`config.mk`:
```
export PLATFORM = sky130hd
export DESIGN_NAME = c_source_char_metrics
export DESIGN_NICKNAME = d
export VERILOG_FILES = /design/src/design/csm_pkg.sv /design/src/design/csm_front.sv /design/src/design/csm_link_queue.sv /design/src/design/csm_back.sv /design/src/design/c_source_char_metrics.sv
export SDC_FILE = /design/constraint.sdc
export NUM_CORES = 1
export LEC_CHECK = 0
export BUFFER_PORTS_ARGS = -buffer_cell sky130_fd_sc_hd__buf_2
export CELL_PAD_IN_SITES_DETAIL_PLACEMENT = 1
export CELL_PAD_IN_SITES_GLOBAL_PLACEMENT = 2
export CORE_MARGIN = 2
export CORE_UTILIZATION = 28
export DETAILED_ROUTE_END_ITERATION = 7
export GPL_TIMING_DRIVEN = 0
export PLACE_DENSITY = 0.58
export SETUP_SLACK_MARGIN = 0.05
export SYNTH_ARGS = -nofsm -noshare
export SYNTH_HDL_FRONTEND = slang
export SYNTH_HIERARCHICAL = 1
export SYNTH_SLANG_ARGS = --single-unit
```
`constraint.sdc`:
```
create_clock -name clock -period 27.3 [get_ports clock]
set_input_delay 6.825 -clock clock [delete_from_list [all_inputs] [get_ports clock]]
set_output_delay 6.825 -clock clock [all_outputs]
set_load 0.03 [all_outputs]
```
`src/design/csm_pkg.sv`:
```
// Shared types, constants and saturating arithmetic for the C source character metrics block.
package csm_pkg;

   localparam int COUNTER_WIDTH = 32;
   localparam int LINE_WIDTH    = 16;
   localparam int OUT_WIDTH     = 32;
   localparam int CNT_NUM       = 7;
   localparam int CNT_IDX_W     = $clog2(CNT_NUM);

   localparam logic [7:0] CH_NEWLINE   = 8'h0A;
   localparam logic [7:0] CH_SLASH     = 8'h2F;
   localparam logic [7:0] CH_STAR      = 8'h2A;
   localparam logic [7:0] CH_DQUOTE    = 8'h22;
   localparam logic [7:0] CH_SQUOTE    = 8'h27;
   localparam logic [7:0] CH_BACKSLASH = 8'h5C;
   localparam logic [7:0] CH_SPACE     = 8'h20;
   localparam logic [7:0] CH_TAB       = 8'h09;
   localparam logic [7:0] CH_CR        = 8'h0D;

   localparam logic [CNT_IDX_W-1:0] K_CHAR   = CNT_IDX_W'(0);
   localparam logic [CNT_IDX_W-1:0] K_CCHAR  = CNT_IDX_W'(1);
   localparam logic [CNT_IDX_W-1:0] K_SPACE  = CNT_IDX_W'(2);
   localparam logic [CNT_IDX_W-1:0] K_LCOM   = CNT_IDX_W'(3);
   localparam logic [CNT_IDX_W-1:0] K_BCOM   = CNT_IDX_W'(4);
   localparam logic [CNT_IDX_W-1:0] K_LINE   = CNT_IDX_W'(5);
   localparam logic [CNT_IDX_W-1:0] K_STRING = CNT_IDX_W'(6);

   typedef logic [COUNTER_WIDTH-1:0] cnt_type;
   typedef logic [LINE_WIDTH-1:0]    line_type;

   localparam cnt_type CNT_MAX = '1;

   typedef enum logic [3:0] {
      ST_NORMAL   = 4'd0,
      ST_CHAR     = 4'd1,
      ST_STRING   = 4'd2,
      ST_CHR_BSL  = 4'd3,
      ST_STR_BSL  = 4'd4,
      ST_SLASH    = 4'd5,
      ST_LCOMMENT = 4'd6,
      ST_BCOMMENT = 4'd7,
      ST_BSTAR    = 4'd8
   } lex_state_type;

   typedef struct packed {
      logic [7:0] amount;
      logic       newline;
      logic       space;
      logic       lcom;
      logic       bcom;
      logic       str;
      logic       cchar_inc;
      logic       cchar_dec;
   } csm_evt_type;

   typedef struct packed {
      logic [OUT_WIDTH-1:0]  char_count;
      logic [OUT_WIDTH-1:0]  comment_char_count;
      logic [OUT_WIDTH-1:0]  space_count;
      logic [OUT_WIDTH-1:0]  line_comment_count;
      logic [OUT_WIDTH-1:0]  block_comment_count;
      logic [OUT_WIDTH-1:0]  line_count;
      logic [LINE_WIDTH-1:0] max_line_length;
      logic [OUT_WIDTH-1:0]  string_count;
   } csm_result_type;

   function automatic cnt_type sat_add(cnt_type c, logic [7:0] n);
      logic [COUNTER_WIDTH:0] sum;
      sum = (COUNTER_WIDTH+1)'(c) + (COUNTER_WIDTH+1)'(n);
      return sum[COUNTER_WIDTH] ? CNT_MAX : sum[COUNTER_WIDTH-1:0];
   endfunction

   function automatic line_type sat_line(line_type c, logic [7:0] n);
      logic [LINE_WIDTH:0] sum;
      sum = (LINE_WIDTH+1)'(c) + (LINE_WIDTH+1)'(n);
      return sum[LINE_WIDTH] ? '1 : sum[LINE_WIDTH-1:0];
   endfunction

   function automatic logic [OUT_WIDTH-1:0] to_out(cnt_type c);
      logic [63:0] wide;
      wide = 64'(c);
      return wide[OUT_WIDTH-1:0];
   endfunction

endpackage

```
`src/design/csm_front.sv`:
```
// Lexer front end: follows the lexical state and classifies each accepted item into an event.
module csm_front (
   input  logic                clock,
   input  logic                reset,
   input  logic                accept,
   input  logic                command,
   input  logic [7:0]          ch,
   input  logic [7:0]          id_length,
   output csm_pkg::csm_evt_type evt
);

   csm_pkg::lex_state_type state_ff;
   csm_pkg::lex_state_type state_in;
   logic                   is_ws;

   assign is_ws = (ch == csm_pkg::CH_SPACE) ||
                  (ch inside {[csm_pkg::CH_TAB:csm_pkg::CH_CR]});

   always_comb begin
      state_in = state_ff;
      if (!command) begin
         case (state_ff)
            csm_pkg::ST_NORMAL: begin
               if (is_ws)                            state_in = csm_pkg::ST_NORMAL;
               else if (ch == csm_pkg::CH_SLASH)     state_in = csm_pkg::ST_SLASH;
               else if (ch == csm_pkg::CH_SQUOTE)    state_in = csm_pkg::ST_CHAR;
               else if (ch == csm_pkg::CH_DQUOTE)    state_in = csm_pkg::ST_STRING;
            end
            csm_pkg::ST_CHAR: begin
               if (ch == csm_pkg::CH_SQUOTE)         state_in = csm_pkg::ST_NORMAL;
               else if (ch == csm_pkg::CH_BACKSLASH) state_in = csm_pkg::ST_CHR_BSL;
            end
            csm_pkg::ST_STRING: begin
               if (ch == csm_pkg::CH_DQUOTE)         state_in = csm_pkg::ST_NORMAL;
               else if (ch == csm_pkg::CH_BACKSLASH) state_in = csm_pkg::ST_STR_BSL;
            end
            csm_pkg::ST_CHR_BSL: state_in = csm_pkg::ST_CHAR;
            csm_pkg::ST_STR_BSL: state_in = csm_pkg::ST_STRING;
            csm_pkg::ST_SLASH: begin
               if (ch == csm_pkg::CH_SLASH)          state_in = csm_pkg::ST_LCOMMENT;
               else if (ch == csm_pkg::CH_STAR)      state_in = csm_pkg::ST_BCOMMENT;
               else                                  state_in = csm_pkg::ST_NORMAL;
            end
            csm_pkg::ST_LCOMMENT: begin
               if (ch == csm_pkg::CH_NEWLINE)        state_in = csm_pkg::ST_NORMAL;
            end
            csm_pkg::ST_BCOMMENT: begin
               if (ch == csm_pkg::CH_STAR)           state_in = csm_pkg::ST_BSTAR;
            end
            csm_pkg::ST_BSTAR: begin
               if (ch == csm_pkg::CH_SLASH)          state_in = csm_pkg::ST_NORMAL;
               else if (ch != csm_pkg::CH_STAR)      state_in = csm_pkg::ST_BCOMMENT;
            end
            default: state_in = csm_pkg::ST_NORMAL;
         endcase
      end
   end

   always_comb begin
      evt         = '0;
      evt.amount  = command ? id_length : 8'd1;
      if (!command) begin
         evt.newline = (ch == csm_pkg::CH_NEWLINE);
         case (state_ff)
            csm_pkg::ST_NORMAL: begin
               evt.space = is_ws;
               evt.str   = !is_ws && (ch == csm_pkg::CH_DQUOTE);
            end
            csm_pkg::ST_SLASH: begin
               evt.lcom = (ch == csm_pkg::CH_SLASH);
               evt.bcom = (ch == csm_pkg::CH_STAR);
            end
            csm_pkg::ST_LCOMMENT: evt.cchar_inc = (ch != csm_pkg::CH_NEWLINE);
            csm_pkg::ST_BCOMMENT: evt.cchar_inc = 1'b1;
            csm_pkg::ST_BSTAR: begin
               evt.cchar_dec = (ch == csm_pkg::CH_SLASH);
               evt.cchar_inc = (ch != csm_pkg::CH_SLASH);
            end
            default: evt.cchar_inc = 1'b0;
         endcase
      end
   end

   always_ff @(posedge clock) begin
      if (reset) begin
         state_ff <= csm_pkg::ST_NORMAL;
      end else if (accept) begin
         state_ff <= state_in;
      end
   end

endmodule

```
`src/design/csm_link_queue.sv`:
```
// Two-entry event queue between the lexer front end and the counting back end.
module csm_link_queue (
   input  logic                 clock,
   input  logic                 reset,
   input  logic                 push,
   input  csm_pkg::csm_evt_type push_evt,
   output logic                 full,
   input  logic                 pop,
   output logic                 valid,
   output csm_pkg::csm_evt_type pop_evt
);

   csm_pkg::csm_evt_type mem_ff [2];
   logic                 wr_ptr_ff, wr_ptr_in;
   logic                 rd_ptr_ff, rd_ptr_in;
   logic [1:0]           count_ff, count_in;
   logic                 do_push, do_pop;

   assign full    = (count_ff == 2'd2);
   assign valid   = (count_ff != 2'd0);
   assign pop_evt = mem_ff[rd_ptr_ff];
   assign do_push = push && !full;
   assign do_pop  = pop && valid;

   always_comb begin
      wr_ptr_in = wr_ptr_ff ^ do_push;
      rd_ptr_in = rd_ptr_ff ^ do_pop;
      count_in  = count_ff + 2'(do_push) - 2'(do_pop);
   end

   always_ff @(posedge clock) begin
      if (do_push) begin
         mem_ff[wr_ptr_ff] <= push_evt;
      end
   end

   always_ff @(posedge clock) begin
      if (reset) begin
         wr_ptr_ff <= 1'b0;
         rd_ptr_ff <= 1'b0;
         count_ff  <= 2'd0;
      end else begin
         wr_ptr_ff <= wr_ptr_in;
         rd_ptr_ff <= rd_ptr_in;
         count_ff  <= count_in;
      end
   end

endmodule

```
`src/design/csm_back.sv`:
```
// Counting back end: applies events to the saturating counters and queues the results.
module csm_back (
   input  logic                    clock,
   input  logic                    reset,
   input  logic                    evt_valid,
   input  csm_pkg::csm_evt_type    evt,
   output logic                    evt_pop,
   output logic                    result_empty,
   input  logic                    result_pop,
   output csm_pkg::csm_result_type result
);

   csm_pkg::cnt_type        cnt_ff [csm_pkg::CNT_NUM];
   csm_pkg::cnt_type        cnt_in [csm_pkg::CNT_NUM];
   csm_pkg::line_type       line_ff, line_in;
   csm_pkg::line_type       max_ff, max_in;
   csm_pkg::csm_result_type res_in;
   csm_pkg::csm_result_type mem_ff [2];
   logic                    wr_ptr_ff, rd_ptr_ff;
   logic [1:0]              count_ff, count_in;
   logic                    do_out_pop;

   assign do_out_pop   = result_pop && (count_ff != 2'd0);
   assign evt_pop      = evt_valid && ((count_ff != 2'd2) || do_out_pop);
   assign result_empty = (count_ff == 2'd0);
   assign result       = mem_ff[rd_ptr_ff];

   always_comb begin
      for (int i = 0; i < csm_pkg::CNT_NUM; i++) begin
         cnt_in[i] = cnt_ff[i];
      end
      cnt_in[csm_pkg::K_CHAR]   = csm_pkg::sat_add(cnt_ff[csm_pkg::K_CHAR], evt.amount);
      cnt_in[csm_pkg::K_SPACE]  = csm_pkg::sat_add(cnt_ff[csm_pkg::K_SPACE], 8'(evt.space));
      cnt_in[csm_pkg::K_LCOM]   = csm_pkg::sat_add(cnt_ff[csm_pkg::K_LCOM], 8'(evt.lcom));
      cnt_in[csm_pkg::K_BCOM]   = csm_pkg::sat_add(cnt_ff[csm_pkg::K_BCOM], 8'(evt.bcom));
      cnt_in[csm_pkg::K_LINE]   = csm_pkg::sat_add(cnt_ff[csm_pkg::K_LINE], 8'(evt.newline));
      cnt_in[csm_pkg::K_STRING] = csm_pkg::sat_add(cnt_ff[csm_pkg::K_STRING], 8'(evt.str));
      if (evt.cchar_dec) begin
         if ((cnt_ff[csm_pkg::K_CCHAR] != csm_pkg::CNT_MAX) &&
             (cnt_ff[csm_pkg::K_CCHAR] != '0)) begin
            cnt_in[csm_pkg::K_CCHAR] = cnt_ff[csm_pkg::K_CCHAR] - csm_pkg::cnt_type'(1);
         end
      end else begin
         cnt_in[csm_pkg::K_CCHAR] =
            csm_pkg::sat_add(cnt_ff[csm_pkg::K_CCHAR], 8'(evt.cchar_inc));
      end

      max_in  = max_ff;
      line_in = csm_pkg::sat_line(line_ff, evt.amount);
      if (evt.newline) begin
         line_in = '0;
         if (line_ff > max_ff) begin
            max_in = line_ff;
         end
      end

      res_in.char_count          = csm_pkg::to_out(cnt_in[csm_pkg::K_CHAR]);
      res_in.comment_char_count  = csm_pkg::to_out(cnt_in[csm_pkg::K_CCHAR]);
      res_in.space_count         = csm_pkg::to_out(cnt_in[csm_pkg::K_SPACE]);
      res_in.line_comment_count  = csm_pkg::to_out(cnt_in[csm_pkg::K_LCOM]);
      res_in.block_comment_count = csm_pkg::to_out(cnt_in[csm_pkg::K_BCOM]);
      res_in.line_count          = csm_pkg::to_out(cnt_in[csm_pkg::K_LINE]);
      res_in.max_line_length     = max_in;
      res_in.string_count        = csm_pkg::to_out(cnt_in[csm_pkg::K_STRING]);

      count_in = count_ff + 2'(evt_pop) - 2'(do_out_pop);
   end

   always_ff @(posedge clock) begin
      if (evt_pop) begin
         mem_ff[wr_ptr_ff] <= res_in;
      end
   end

   always_ff @(posedge clock) begin
      if (reset) begin
         for (int i = 0; i < csm_pkg::CNT_NUM; i++) begin
            cnt_ff[i] <= '0;
         end
         line_ff   <= '0;
         max_ff    <= '0;
         wr_ptr_ff <= 1'b0;
         rd_ptr_ff <= 1'b0;
         count_ff  <= 2'd0;
      end else begin
         if (evt_pop) begin
            for (int i = 0; i < csm_pkg::CNT_NUM; i++) begin
               cnt_ff[i] <= cnt_in[i];
            end
            line_ff   <= line_in;
            max_ff    <= max_in;
            wr_ptr_ff <= !wr_ptr_ff;
         end
         if (do_out_pop) begin
            rd_ptr_ff <= !rd_ptr_ff;
         end
         count_ff <= count_in;
      end
   end

endmodule

```
`src/design/c_source_char_metrics.sv`:
```
// Top level of the C source character metrics block.
// Each item's event is registered in the link queue and its result in the result queue.
// Throughput: one item per cycle while neither queue is full; the lexer state register in
// the front end and the counters in the back end each form a per-item loop.
// Reset: synchronous; clears the lexer to normal text, all counters, line lengths
// and both queues.
module c_source_char_metrics (
   input  logic        clock,
   input  logic        reset,
   input  logic        req_push,
   output logic        req_full,
   input  logic        req_command,
   input  logic [7:0]  req_ch,
   input  logic [7:0]  req_id_length,
   output logic        rsp_empty,
   input  logic        rsp_pop,
   output logic [31:0] rsp_char_count,
   output logic [31:0] rsp_comment_char_count,
   output logic [31:0] rsp_space_count,
   output logic [31:0] rsp_line_comment_count,
   output logic [31:0] rsp_block_comment_count,
   output logic [31:0] rsp_line_count,
   output logic [15:0] rsp_max_line_length,
   output logic [31:0] rsp_string_count
);

   logic                    req_accept;
   csm_pkg::csm_evt_type    front_evt;
   csm_pkg::csm_evt_type    link_evt;
   logic                    link_valid;
   logic                    link_pop;
   csm_pkg::csm_result_type result;

   assign req_accept = req_push && !req_full;

   csm_front u_front (
      .clock     (clock),
      .reset     (reset),
      .accept    (req_accept),
      .command   (req_command),
      .ch        (req_ch),
      .id_length (req_id_length),
      .evt       (front_evt)
   );

   csm_link_queue u_link (
      .clock    (clock),
      .reset    (reset),
      .push     (req_push),
      .push_evt (front_evt),
      .full     (req_full),
      .pop      (link_pop),
      .valid    (link_valid),
      .pop_evt  (link_evt)
   );

   csm_back u_back (
      .clock        (clock),
      .reset        (reset),
      .evt_valid    (link_valid),
      .evt          (link_evt),
      .evt_pop      (link_pop),
      .result_empty (rsp_empty),
      .result_pop   (rsp_pop),
      .result       (result)
   );

   assign rsp_char_count          = result.char_count;
   assign rsp_comment_char_count  = result.comment_char_count;
   assign rsp_space_count         = result.space_count;
   assign rsp_line_comment_count  = result.line_comment_count;
   assign rsp_block_comment_count = result.block_comment_count;
   assign rsp_line_count          = result.line_count;
   assign rsp_max_line_length     = result.max_line_length;
   assign rsp_string_count        = result.string_count;

endmodule
```
Word level (Yosys, flattened, before mapping)
Memory sizes are Yosys's and may differ from the RTL's. A register that Yosys moved wholly into a read port is not among the register bits.
Index checks and enable logic that the tools add are counted.

storage, ports and cells
  register bits = 44
  RAM bits = 734
  output and inout bits = 242
  word-level logic and storage cells = 137
  memories kept = 3

operators by class
  add/sub/neg operators = 13
  order comparisons = 3
  eq/ne operators = 27
  multiplexer cells = 53
  bitwise logic cells = 10
  reductions and logical operators = 19

memories
  name           words  width  rd ports  clocked after memory_dff  wr ports  line                  text
  u_back.mem_ff  2      240    1         1                         1         csm_back.sv:18        csm_pkg::csm_result_type mem_ff [2];
  u_back.cnt_ff  7      32     7         0                         7         csm_back.sv:13        csm_pkg::cnt_type cnt_ff [csm_pkg::CNT_NUM];
  u_link.mem_ff  2      15     1         1                         1         csm_link_queue.sv:13  csm_pkg::csm_evt_type mem_ff [2];

operator list
  operator                                                                           number
  32-bit 2-to-1 mux                                                                  16
  32-bit by 1-bit adder with 33-bit output                                           6
  16-bit 2-to-1 mux                                                                  4
  4-bit 2-to-1 mux                                                                   13
  8-bit by 6-bit equality test with 1-bit output (second input constant)             5
  4-bit one-hot mux with 9 select lines                                              1
  32-bit by 8-bit adder with 33-bit output                                           1
  32-bit != test (second input constant)                                             1
  32-bit nonzero test                                                                1
  32-bit by 1-bit subtractor with 32-bit output (second input constant)              1
  16-bit by 8-bit adder with 17-bit output                                           1
  4-bit by 3-bit equality test with 1-bit output (second input constant)             4
  16-bit > comparator                                                                1
  8-bit by 6-bit != test with 1-bit output (second input constant)                   2
  1-bit 2-to-1 mux                                                                   14
  3-bit by 1-bit != test with 1-bit output (second input constant)                   3
  4-bit by 2-bit equality test with 1-bit output (second input constant)             2
  8-bit by 4-bit equality test with 1-bit output (second input constant)             1
  8-bit by 7-bit equality test with 1-bit output (second input constant)             1
  8-bit by 4-bit >= comparator with 1-bit output (second input constant)             1
  8-bit by 4-bit less-or-equal comparator with 1-bit output (second input constant)  1
  8-bit 2-to-1 mux                                                                   1
  8-bit by 4-bit != test with 1-bit output (second input constant)                   1
  8-bit AND reduction                                                                1
  other kinds (21)                                                                   42

Longest topological paths before layout
Gate-level depths: netlist of the first run.

  depth in word-level cells = 8
  depth in mapped cells = 13

Cells and area by module
Netlist of the first run, hierarchy kept.

by module, submodules not included
  module                 times used  cells an instance  area an instance (um^2)  sequential area each (um^2)
  csm_back               1           2631               34194.0                  21881.0
  csm_link_queue         1           70                 1371.3                   980.9
  csm_front              1           107                726.9                    80.1
  c_source_char_metrics  1           1                  13.8                     0.0

Worst setup path after synthesis of the first run
OpenSTA, ideal clock, no wires.

  path kind = input -> register
  start = input port rsp_pop
  end = memory u_back/mem_ff[0][0] (netlist name) (enable)
  data arrival time = 16.936 ns
  required time = 26.454 ns
  slack = 9.518 ns
  cell stages on the path = 2
  path through = o31ai_1 -> nor2_1

on the way
  word-level cells in the longest chain between the ends = 5

RTL lines
  element                                 line                         text
  start, declared                         c_source_char_metrics.sv:16  input logic rsp_pop,
  1-bit logical AND                       csm_back.sv:23               assign do_out_pop = result_pop && (count_ff != 2'd0);
  1-bit logical OR                        csm_back.sv:24               assign evt_pop = evt_valid && ((count_ff != 2'd2) || do_out_pop);
  1-bit logical AND                       csm_back.sv:24
  1-bit 2-to-1 mux                        csm_back.sv:70               if (evt_pop) begin
  1-bit 2-to-1 mux (not written as such)  csm_back.sv:71               mem_ff[wr_ptr_ff] <= res_in;
  end, declared                           csm_back.sv:18

No other way between the ends.

==> flow_summary.json, run 1 <==
{
  "synth-warning-count": 6,
  "ant_nets": 0,
  "synthMuxAreaShare": 0.0870,
  "die_h_um": 364,
  "drive_gt1_frac": 0.230,
  "start_util": 0.281,
  "overflow": 0,
  "synth-main-ff-cell": "edfxtp_1",
  "synth_compound_area_frac": 0.0677,
  "finalHoldViolations": 0,
  "hold_start": "u_back/line_ff[0]$_SDFFE_PP0P_",
  "drt_wl_total_um": 99100,
  "crit_end": "rsp_comment_char_count[28]",
  "syn_avg_cell_area_sq_um": 12.9,
  "async_flop_share": 0,
  "syn_area_sq_um": 36300,
  "dp_hpwl_um": 71400,
  "syn_nets": 2885,
  "vias_per_cell": 4.72,
  "grt_max_degree": 84,
  "cts_root_buffer": "clkbuf_16",
  "cts.sinks": 779,
  "crit_family": "buffers and inverters",
  "cts_buffers": 94,
  "synthAdderAreaFrac": 0.0194,
  "fin_cells": 5013,
  "cp_slowest_stage_delay_ns": 0.88,
  "crit_arrival_ns": 3.82,
  "power.static_leakage_nw": 15.4,
  "grt_pass1_vias": 25700,
  "place_area_sq_um": 40200,
  "setup_viol_count_final": 0,
  "totalPowerFinal_mw": 5.38,
  "synth_top_family_by_area": "simple AND/OR/NAND/NOR gates",
  "fin_crit_ns": 10.65,
  "synth_cells": 2809,
  "cts_htree_levels": 3,
  "row_count": 132,
  "final_area_sq_um": 43200,
  "numPortBuffers": 262,
  "cpMostUsedCell": "clkbuf_1",
  "synth-edff-count": 734,
  "fin_skew_ns": 0.0330,
  "ctsResizeCount": 0,
  "yosysUniqueCellTypes": 92,
  "cts_buffer_depth": 3,
  "dieArea_sq_um": 133000,
  "cellPowerDensity_nw_per_um2": 125,
  "utilization": 0.334,
  "clock_latency_ns": 0.70,
  "grt_use_total": 0.149,
  "endpoint_kind": "output port",
  "seq_area_frac_synth": 0.632,
  "drc_errors": 0,
  "r2r_cells": 7,
  "drt_pass1_iterations": 5,
  "required_ns": 20.48,
  "worst-path-buf-inv": 4,
  "timing.rr.end": "u_back/cnt_ff[0][137]$_SDFFCE_PN0P_",
  "path_cells": "clkbuf_1, clkbuf_1, clkbuf_1, mux2_2, buf_2",
  "max_freq_mhz": 93.9,
  "cts_setup_buffers": 0,
  "cap_violations": 0,
  "cp.depth": 5,
  "core_sq_um": 129000,
  "ios": 263,
  "cp-start-kind": "flop",
  "fp.dieW_um": 364,
  "syn_to_final_growth_pct": 18.9,
  "outcome": "completed",
  "synth-seq-cells": 779,
  "max-vdd-ir-drop_v": 0.0000634,
  "holdWs_ns": 0.516,
  "synth_xor_xnor_area_share": 0.0402,
  "grt_pass1_wl_um": 153000,
  "maxSlewViolCount": 0,
  "crit_fanout": 10,
  "fin_ws_ns": 16.65,
  "place_inst": 4832,
  "routabilityCongestion": 0.798,
  "dp_slack_ns": 16.29,
  "setup_tns_ns": 0,
  "fin_crit_sh": 0.390,
  "rrSetupSlack_ns": 23.08,
  "hold_buffers": 0,
  "detail_route.wl_per_cell_um": 19.8,
  "crit_slowest_cell": "clkbuf_1",
  "vias": 23700,
  "cts_tree": "yes",
  "rr_startpoint": "u_back/count_ff[1]$_SDFF_PP0_",
  "clkTransAtPathRegs_ns": 0.06,
  "path_class": "reg -> out",
  "yosys.area_share.simple": 0.133,
  "rsz0062_at_grt": "no",
  "timing.slew.headroom": 0.115,
  "worstMarginPinSlew_ns": 1.33,
  "hold_class": "reg -> reg",
  "drt_iter0_markers": 1146,
  "antenna_found_initial": 14,
  "fin_nets": 3262
}
synth_stat cells (54+ instances only):
library cell  count  area [sq um]
clkbuf_1        115           432
a21oi_1         216          1080
nand2_1         297          1110
xnor2_1          69           604
nand4_1          60           375
o21ai_0          60           300
edfxtp_1        734         22000
and3_1           54           338
mux2_2          260          2930
nand3_1         122           611
xor2_1           95           832
and2_1           76           475
nor2_1          124           465
cell families (layout without fill, tap and decap cells):
kind of cell | count (synthesis) | count (layout)
compound gates | 411 | 411
simple gates | 932 | 932
other cells | 0 | 6
xor+xnor | 165 | 165
flops | 779 | 779
buf+inv | 189 | 645
fa+ha+maj | 55 | 55
mux | 278 | 278
per-layer routing:
| metal | vias to the layer above | track usage | wire, um |
|---|---|---|---|
| met2 | 364 | 0.252 | 48300 |
| met1 | 11900 | 0.186 | 43300 |
| met5 | - | 0 | 93 |
| met3 | 153 | 0.0356 | 5040 |
| li1 | 11300 | - | - |
| met4 | 16 | 0.0502 | 2450 |
power by group:
group	switching [mW]	internal (mW)
Combinational	1.42	0.652
Sequential	0.197	1.92
Clock	0.514	0.682
Total	2.13	3.25
layout make-up:
class	count	area (sq um)
plain buffers	135	559
multi-input cells	1841	12600
inverters	54	210
repair buffers	281	1710
flip-flops and latches	779	22900
diodes	6	15.0
well taps	1742	2180
clock buffers	119	2510
fillers	14000	86000
clock inverters	56	422
flip-flops by register name, summed over array words and instances (netlist names), named ones only:
register          cells
u_link/count_ff       2
u_link/rd_ptr_ff      1
u_link/wr_ptr_ff      1
u_link/mem_ff        30
u_back/wr_ptr_ff      1
u_back/mem_ff       480
u_back/cnt_ff       224
u_back/max_ff        16
u_front/state_ff      4
u_back/rd_ptr_ff      1
u_back/line_ff       16
u_back/count_ff       2
worst min-delay path by stage:
stage               slack, ns                              to  cells past startpoint
floorplan                0.46  u_back/line_ff[2]$_SDFFE_PP0P_                      2
global placement         0.50   u_back/max_ff[0]$_SDFFE_PP0P_                      2
detailed placement       0.51   u_back/rd_ptr_ff$_SDFFE_PP0P_                      2
CTS                      0.52   u_back/max_ff[0]$_SDFFE_PP0P_                      2
global route             0.55   u_back/max_ff[0]$_SDFFE_PP0P_                      2
finish                   0.52   u_back/max_ff[0]$_SDFFE_PP0P_                      2
worst register-to-register path, delay by kind of cell (launching register included):
family / cells / cell delay, ns
buf+inv: 4 / 2.30
flops: 1 / 0.34
compound gates: 2 / 1.05
simple gates: 1 / 0.25
cell usage in the layout (no fill, tap or decap), types with 10 or more instances in the layout:
cell,instances
o21a_1,11
clkinv_1,21
and2_1,76
nor2b_1,21
edfxtp_1,734
or3_1,13
buf_12,18
nand3_1,122
nand2b_1,31
inv_1,52
a21oi_1,216
ha_1,53
clkbuf_16,96
nor2_1,122
o21ai_0,60
nand4_1,60
clkbuf_1,136
a31oi_1,21
nor4_1,14
a21o_1,25
xor2_1,95
and3_1,54
xnor2_1,69
a211oi_1,16
nor3_1,45
clkinv_2,15
mux2_2,260
dfxtp_1,45
mux2_4,10
nand2_1,297
and4_1,14
buf_2,273
(Power assumes the default switching activity.)
==> run 2, diff against run 1 <==
PLACE_DENSITY = 0.6   (was 0.58)
clock period = 9.5 ns   (was 27.3 ns; I/O delays follow)
==> run 2 against run 1 <==
- clock-buffer cell count down 15
- via count shrank 1.2%
- largest cell class unchanged
- power increased to 2.9 times the previous value
- final cell count about the same
- sequential power grew to 2.9 times the previous value
- critical path depth did not move
- final area up 0.57%
- critical endpoint is now rsp_comment_char_count[1]
- largest power group unchanged
- routed wire length is 0.59% lower
- die area did not move
- clock skew fell by 0.011 ns
- sequential cell count unchanged
- sequential share of layout area decreased by 0.30 points
==> flow_summary.json, run 2 (synthesized netlist as in run 1, its figures left out) <==
{
  "outcome": "completed",
  "top_regs": "u_back/mem_ff: 480 flops, u_back/cnt_ff: 224 flops, u_link/mem_ff: 30 flops",
  "ant_nets": 0,
  "fin_nets": 3265,
  "die_h_um": 364,
  "drt_iter0_markers": 1175,
  "finalHoldViolations": 0,
  "syn_to_final_growth_pct": 19.6,
  "overflow": 0,
  "path_class": "reg -> out",
  "grt_pass1_vias": 25100,
  "dp_slack_ns": 2.68,
  "fin_skew_ns": 0.0221,
  "endpoint_kind": "output port",
  "place_area_sq_um": 40300,
  "hold_start": "u_back/line_ff[0]$_SDFFE_PP0P_",
  "power.static_leakage_nw": 15.5,
  "clock_latency_ns": 0.69,
  "cts_buffers": 94,
  "ios": 263,
  "timing.slew.headroom": 0.125,
  "holdWs_ns": 0.525,
  "cts.sinks": 779,
  "fin_crit_sh": 0.662,
  "cp-start-kind": "flop",
  "hold_buffers": 0,
  "cts_htree_levels": 3,
  "routabilityCongestion": 0.762,
  "drt_pass1_iterations": 5,
  "ctsResizeCount": 0,
  "cts_tree": "yes",
  "drt_wl_total_um": 98500,
  "clkTransAtPathRegs_ns": 0.06,
  "fin_crit_ns": 6.29,
  "cts_root_buffer": "clkbuf_16",
  "start_util": 0.281,
  "row_count": 132,
  "fin_ws_ns": 3.21,
  "dieArea_sq_um": 133000,
  "final_common_cell": "edfxtp_1",
  "grt_pass1_wl_um": 152000,
  "rsz0062_at_grt": "no",
  "core_sq_um": 129000,
  "setup_viol_count_final": 0,
  "crit_arrival_ns": 3.91,
  "antenna_found_initial": 13,
  "totalPowerFinal_mw": 15.7,
  "r2r_cells": 12,
  "place_inst": 4835,
  "final_area_sq_um": 43400,
  "maxSlewViolCount": 0,
  "required_ns": 7.13,
  "largest_reg_flops": 480,
  "vias": 23400,
  "fp.dieW_um": 364,
  "whs_path_depth": 2,
  "cap_violations": 0,
  "dp_hpwl_um": 69700,
  "rrSetupSlack_ns": 5.34,
  "cts_setup_buffers": 0,
  "numPortBuffers": 262,
  "worstMarginPinSlew_ns": 1.31,
  "timing.rr.end": "u_back/mem_ff[0][222]$_DFFE_PP_",
  "hold_class": "reg -> reg",
  "whs_endpoint": "u_back/max_ff[0]$_SDFFE_PP0P_",
  "drc_errors": 0,
  "rr_startpoint": "u_link/rd_ptr_ff$_SDFF_PP0_",
  "cts_buffer_depth": 3,
  "max-vdd-ir-drop_v": 0.000193,
  "crit_fanout": 10,
  "cellPowerDensity_nw_per_um2": 361,
  "top_register": "u_back/mem_ff",
  "max_freq_mhz": 159,
  "fin_cells": 5009,
  "drive_gt1_frac": 0.234,
  "grt_use_total": 0.148,
  "vias_per_cell": 4.67,
  "grt_max_degree": 87,
  "final_cell_mix": "edfxtp_1, nand2_1, buf_2",
  "detail_route.wl_per_cell_um": 19.7
}
-- run 2: cell types whose count changed in the layout (fill, tap and decap cells not counted), moves of 3 or more --
| cell | delta |
|---|---|
| bufinv_16 | +9 |
| clkbuf_1 | -11 |
| inv_6 | +3 |
| clkinv_4 | +4 |
| diode_2 | -3 |
-- run 2: through the flow --
step | utilization | TNS (ns)
after floorplan | - | -1839.59
after global placement | 0.308 | -6632.06
after detailed placement | 0.312 | 0
after CTS | 0.336 | 0
after global routing | 0.336 | 0
final | 0.336 | 0
-- run 2: power breakdown --
part           internal, mW  switching (mW)
Sequential             5.51           0.551
Combinational          1.90            4.07
Clock                  2.15            1.50
-- run 2: final cells by class --
class,count,area [sq um]
sequential,779,22900
inverter,54,210
antenna,3,7.51
clock inverter,67,719
timing repair buffer,284,1780
fill,13900,85700
tap,1742,2180
clock buffer,104,2390
multi-input combinational,1841,12600
buffer,135,559
-- run 2: worst max path at each step --
stage / to / slack [ns]
final: rsp_comment_char_count[1] / 3.21
after global placement: u_back/mem_ff[1][131]$_DFFE_PP_ / -12.70
after detailed placement: u_back/cnt_ff[0][93]$_SDFFCE_PN0P_ / 2.68
after floorplan: u_back/mem_ff[0][0]$_DFFE_PP_ / -3.83
after CTS: rsp_comment_char_count[27] / 2.83
after global routing: rsp_comment_char_count[27] / 2.92
-- run 2: critical path, stage by stage, from the launching register on --
cell	delay [ns]
dfxtp_1	0.31
clkbuf_1	0.53
clkbuf_1	0.98
clkbuf_1	0.75
mux2_2	0.46
buf_2	0.19
-- run 2: per-layer routing --
layer / track usage / wire length, um
met5: 0 / 97
met4: 0.0408 / 1790
met3: 0.0316 / 4340
met2: 0.250 / 47700
met1: 0.192 / 44600
==> run 3, diff against run 2 <==
PLACE_DENSITY = 0.58   (was 0.6)
clock period = 5.9 ns   (was 9.5 ns; I/O delays follow)
==> run 3 against run 2 <==
- sequential cell count unchanged
- routed wire length rose by 2.4%
- sequential power increased by 61%
- critical endpoint is now rsp_comment_char_count[28]
==> flow_summary.json, run 3 (synthesized netlist as in run 1, its figures left out) <==
{
  "setup_tns_ns": 0,
  "cts_root_buffer": "clkbuf_16",
  "rsz0062_at_grt": "no",
  "final_common_cell": "edfxtp_1",
  "fillers": 14000,
  "detail_route.wl_per_cell_um": 20.1,
  "clkTransAtPathRegs_ns": 0.06,
  "routabilityCongestion": 0.812,
  "timing.slew.headroom": 0.116,
  "fin_nets": 3270,
  "drive_gt1_frac": 0.232,
  "cap_violations": 0,
  "largest_reg_flops": 480,
  "hold_buffers": 0,
  "top_register": "u_back/mem_ff",
  "grt_pass1_vias": 25700,
  "fp.dieW_um": 364,
  "fin_crit_ns": 5.62,
  "crit_arrival_ns": 4.15,
  "cts_setup_buffers": 0,
  "drt_wl_total_um": 101000,
  "clock_latency_ns": 0.70,
  "syn_to_final_growth_pct": 19.5,
  "crit_fanout": 10,
  "worstMarginPinSlew_ns": 1.33,
  "place_inst": 4840,
  "outcome": "completed",
  "path_class": "reg -> out",
  "grt_pass1_wl_um": 155000,
  "place_area_sq_um": 40400,
  "dieArea_sq_um": 133000,
  "ios": 263,
  "cts_tree": "yes",
  "max-vdd-ir-drop_v": 0.000284,
  "row_count": 132,
  "cts_htree_levels": 3,
  "cts.sinks": 779,
  "utilization": 0.336,
  "top_regs": "u_back/mem_ff: 480 flops, u_back/cnt_ff: 224 flops, u_link/mem_ff: 30 flops",
  "endpoint_kind": "output port",
  "cellPowerDensity_nw_per_um2": 581,
  "dp_hpwl_um": 74300,
  "vias_per_cell": 4.73,
  "hold_class": "reg -> reg",
  "multiInputGateArea_sq_um": 12600,
  "required_ns": 4.43,
  "fin_skew_ns": 0.0337,
  "ctsResizeCount": 0,
  "fin_crit_sh": 0.953,
  "cts_buffers": 94,
  "maxSlewViolCount": 0,
  "holdWs_ns": 0.523,
  "numPortBuffers": 262,
  "grt_use_total": 0.152,
  "start_util": 0.281,
  "cp-start-kind": "flop",
  "cts_buffer_depth": 3,
  "final_cell_mix": "edfxtp_1, nand2_1, buf_2",
  "core_sq_um": 129000,
  "power.static_leakage_nw": 15.5,
  "max_freq_mhz": 178,
  "antenna_found_initial": 9,
  "vias": 23700,
  "drt_iter0_markers": 1243,
  "setup_viol_count_final": 0,
  "overflow": 0,
  "die_h_um": 364,
  "final_area_sq_um": 43400,
  "register_area_sq_um": 22900,
  "drc_errors": 0,
  "grt_max_degree": 40,
  "drt_pass1_iterations": 5,
  "diodes": 0,
  "finalHoldViolations": 0,
  "fin_cells": 5013,
  "ant_nets": 0
}
## run 3: cell count changes in the layout (fill, tap and decap cells not counted), sizes merged
cell / previous run / this run
clkinv: 40 / 33
bufinv: 12 / 8
diode: 3 / 0
clkinvlp: 8 / 9
buf: 304 / 309
inv: 61 / 57
clkbuf: 219 / 235
## run 3: worst max-delay path, stage by stage (launching register included)
cell and delay, ns:
dfxtp_1 0.31, clkbuf_1 0.62, clkbuf_1 1.04, clkbuf_1 0.79, mux2_2 0.48, buf_2 0.20
## run 3: layer usage
layer	share of wire	GRT usage
met4	0.028	0.0492
met1	0.45	0.195
met3	0.041	0.0304
met5	0.00032	0
met2	0.48	0.255
## run 3: layout make-up
cell class / count / area share
Buffer: 135 / 0.0129
Clock buffer: 120 / 0.0574
Clock inverter: 53 / 0.0112
Inverter: 54 / 0.00476
Multi-Input combinational cell: 1841 / 0.291
Sequential cell: 779 / 0.529
Tap cell: 1742 / 0.0502
Timing Repair Buffer: 289 / 0.0437
## run 3: path summary, 6_finish.rpt
| check | startpoint | end | slack [ns] | cells past startpoint |
|---|---|---|---|---|
| setup reg to reg | u_link/rd_ptr_ff$_SDFF_PP0_ | u_back/mem_ff[1][210]$_DFFE_PP_ | 1.75 | 12 |
| hold / removal | u_back/rd_ptr_ff$_SDFFE_PP0P_ | u_back/rd_ptr_ff$_SDFFE_PP0P_ | 0.52 | 2 |
| setup / recovery | flop | rsp_comment_char_count[28] | 0.28 | 5 |
| hold reg to reg | u_back/rd_ptr_ff$_SDFFE_PP0P_ | u_back/rd_ptr_ff$_SDFFE_PP0P_ | 0.52 | 2 |
## run 3: power breakdown
group          leakage (nW)  internal [mW]  switching, mW
combinational          6.46           3.14           6.66
clock                  1.43           3.33           2.33
sequential             7.58           8.87          0.907
total                  15.5           15.3           9.89
## run 3: through the flow
| step | setup slack [ns] | total power [mW] |
|---|---|---|
| final | 0.278 | 25.2 |
| after global routing | 0.0824 | 26.7 |
| after CTS | 0.0854 | 25.7 |
| after detailed placement | 0.661 | 19.9 |
| after global placement | -6.88 | 17.8 |
| after floorplan | -2.38 | 16.0 |
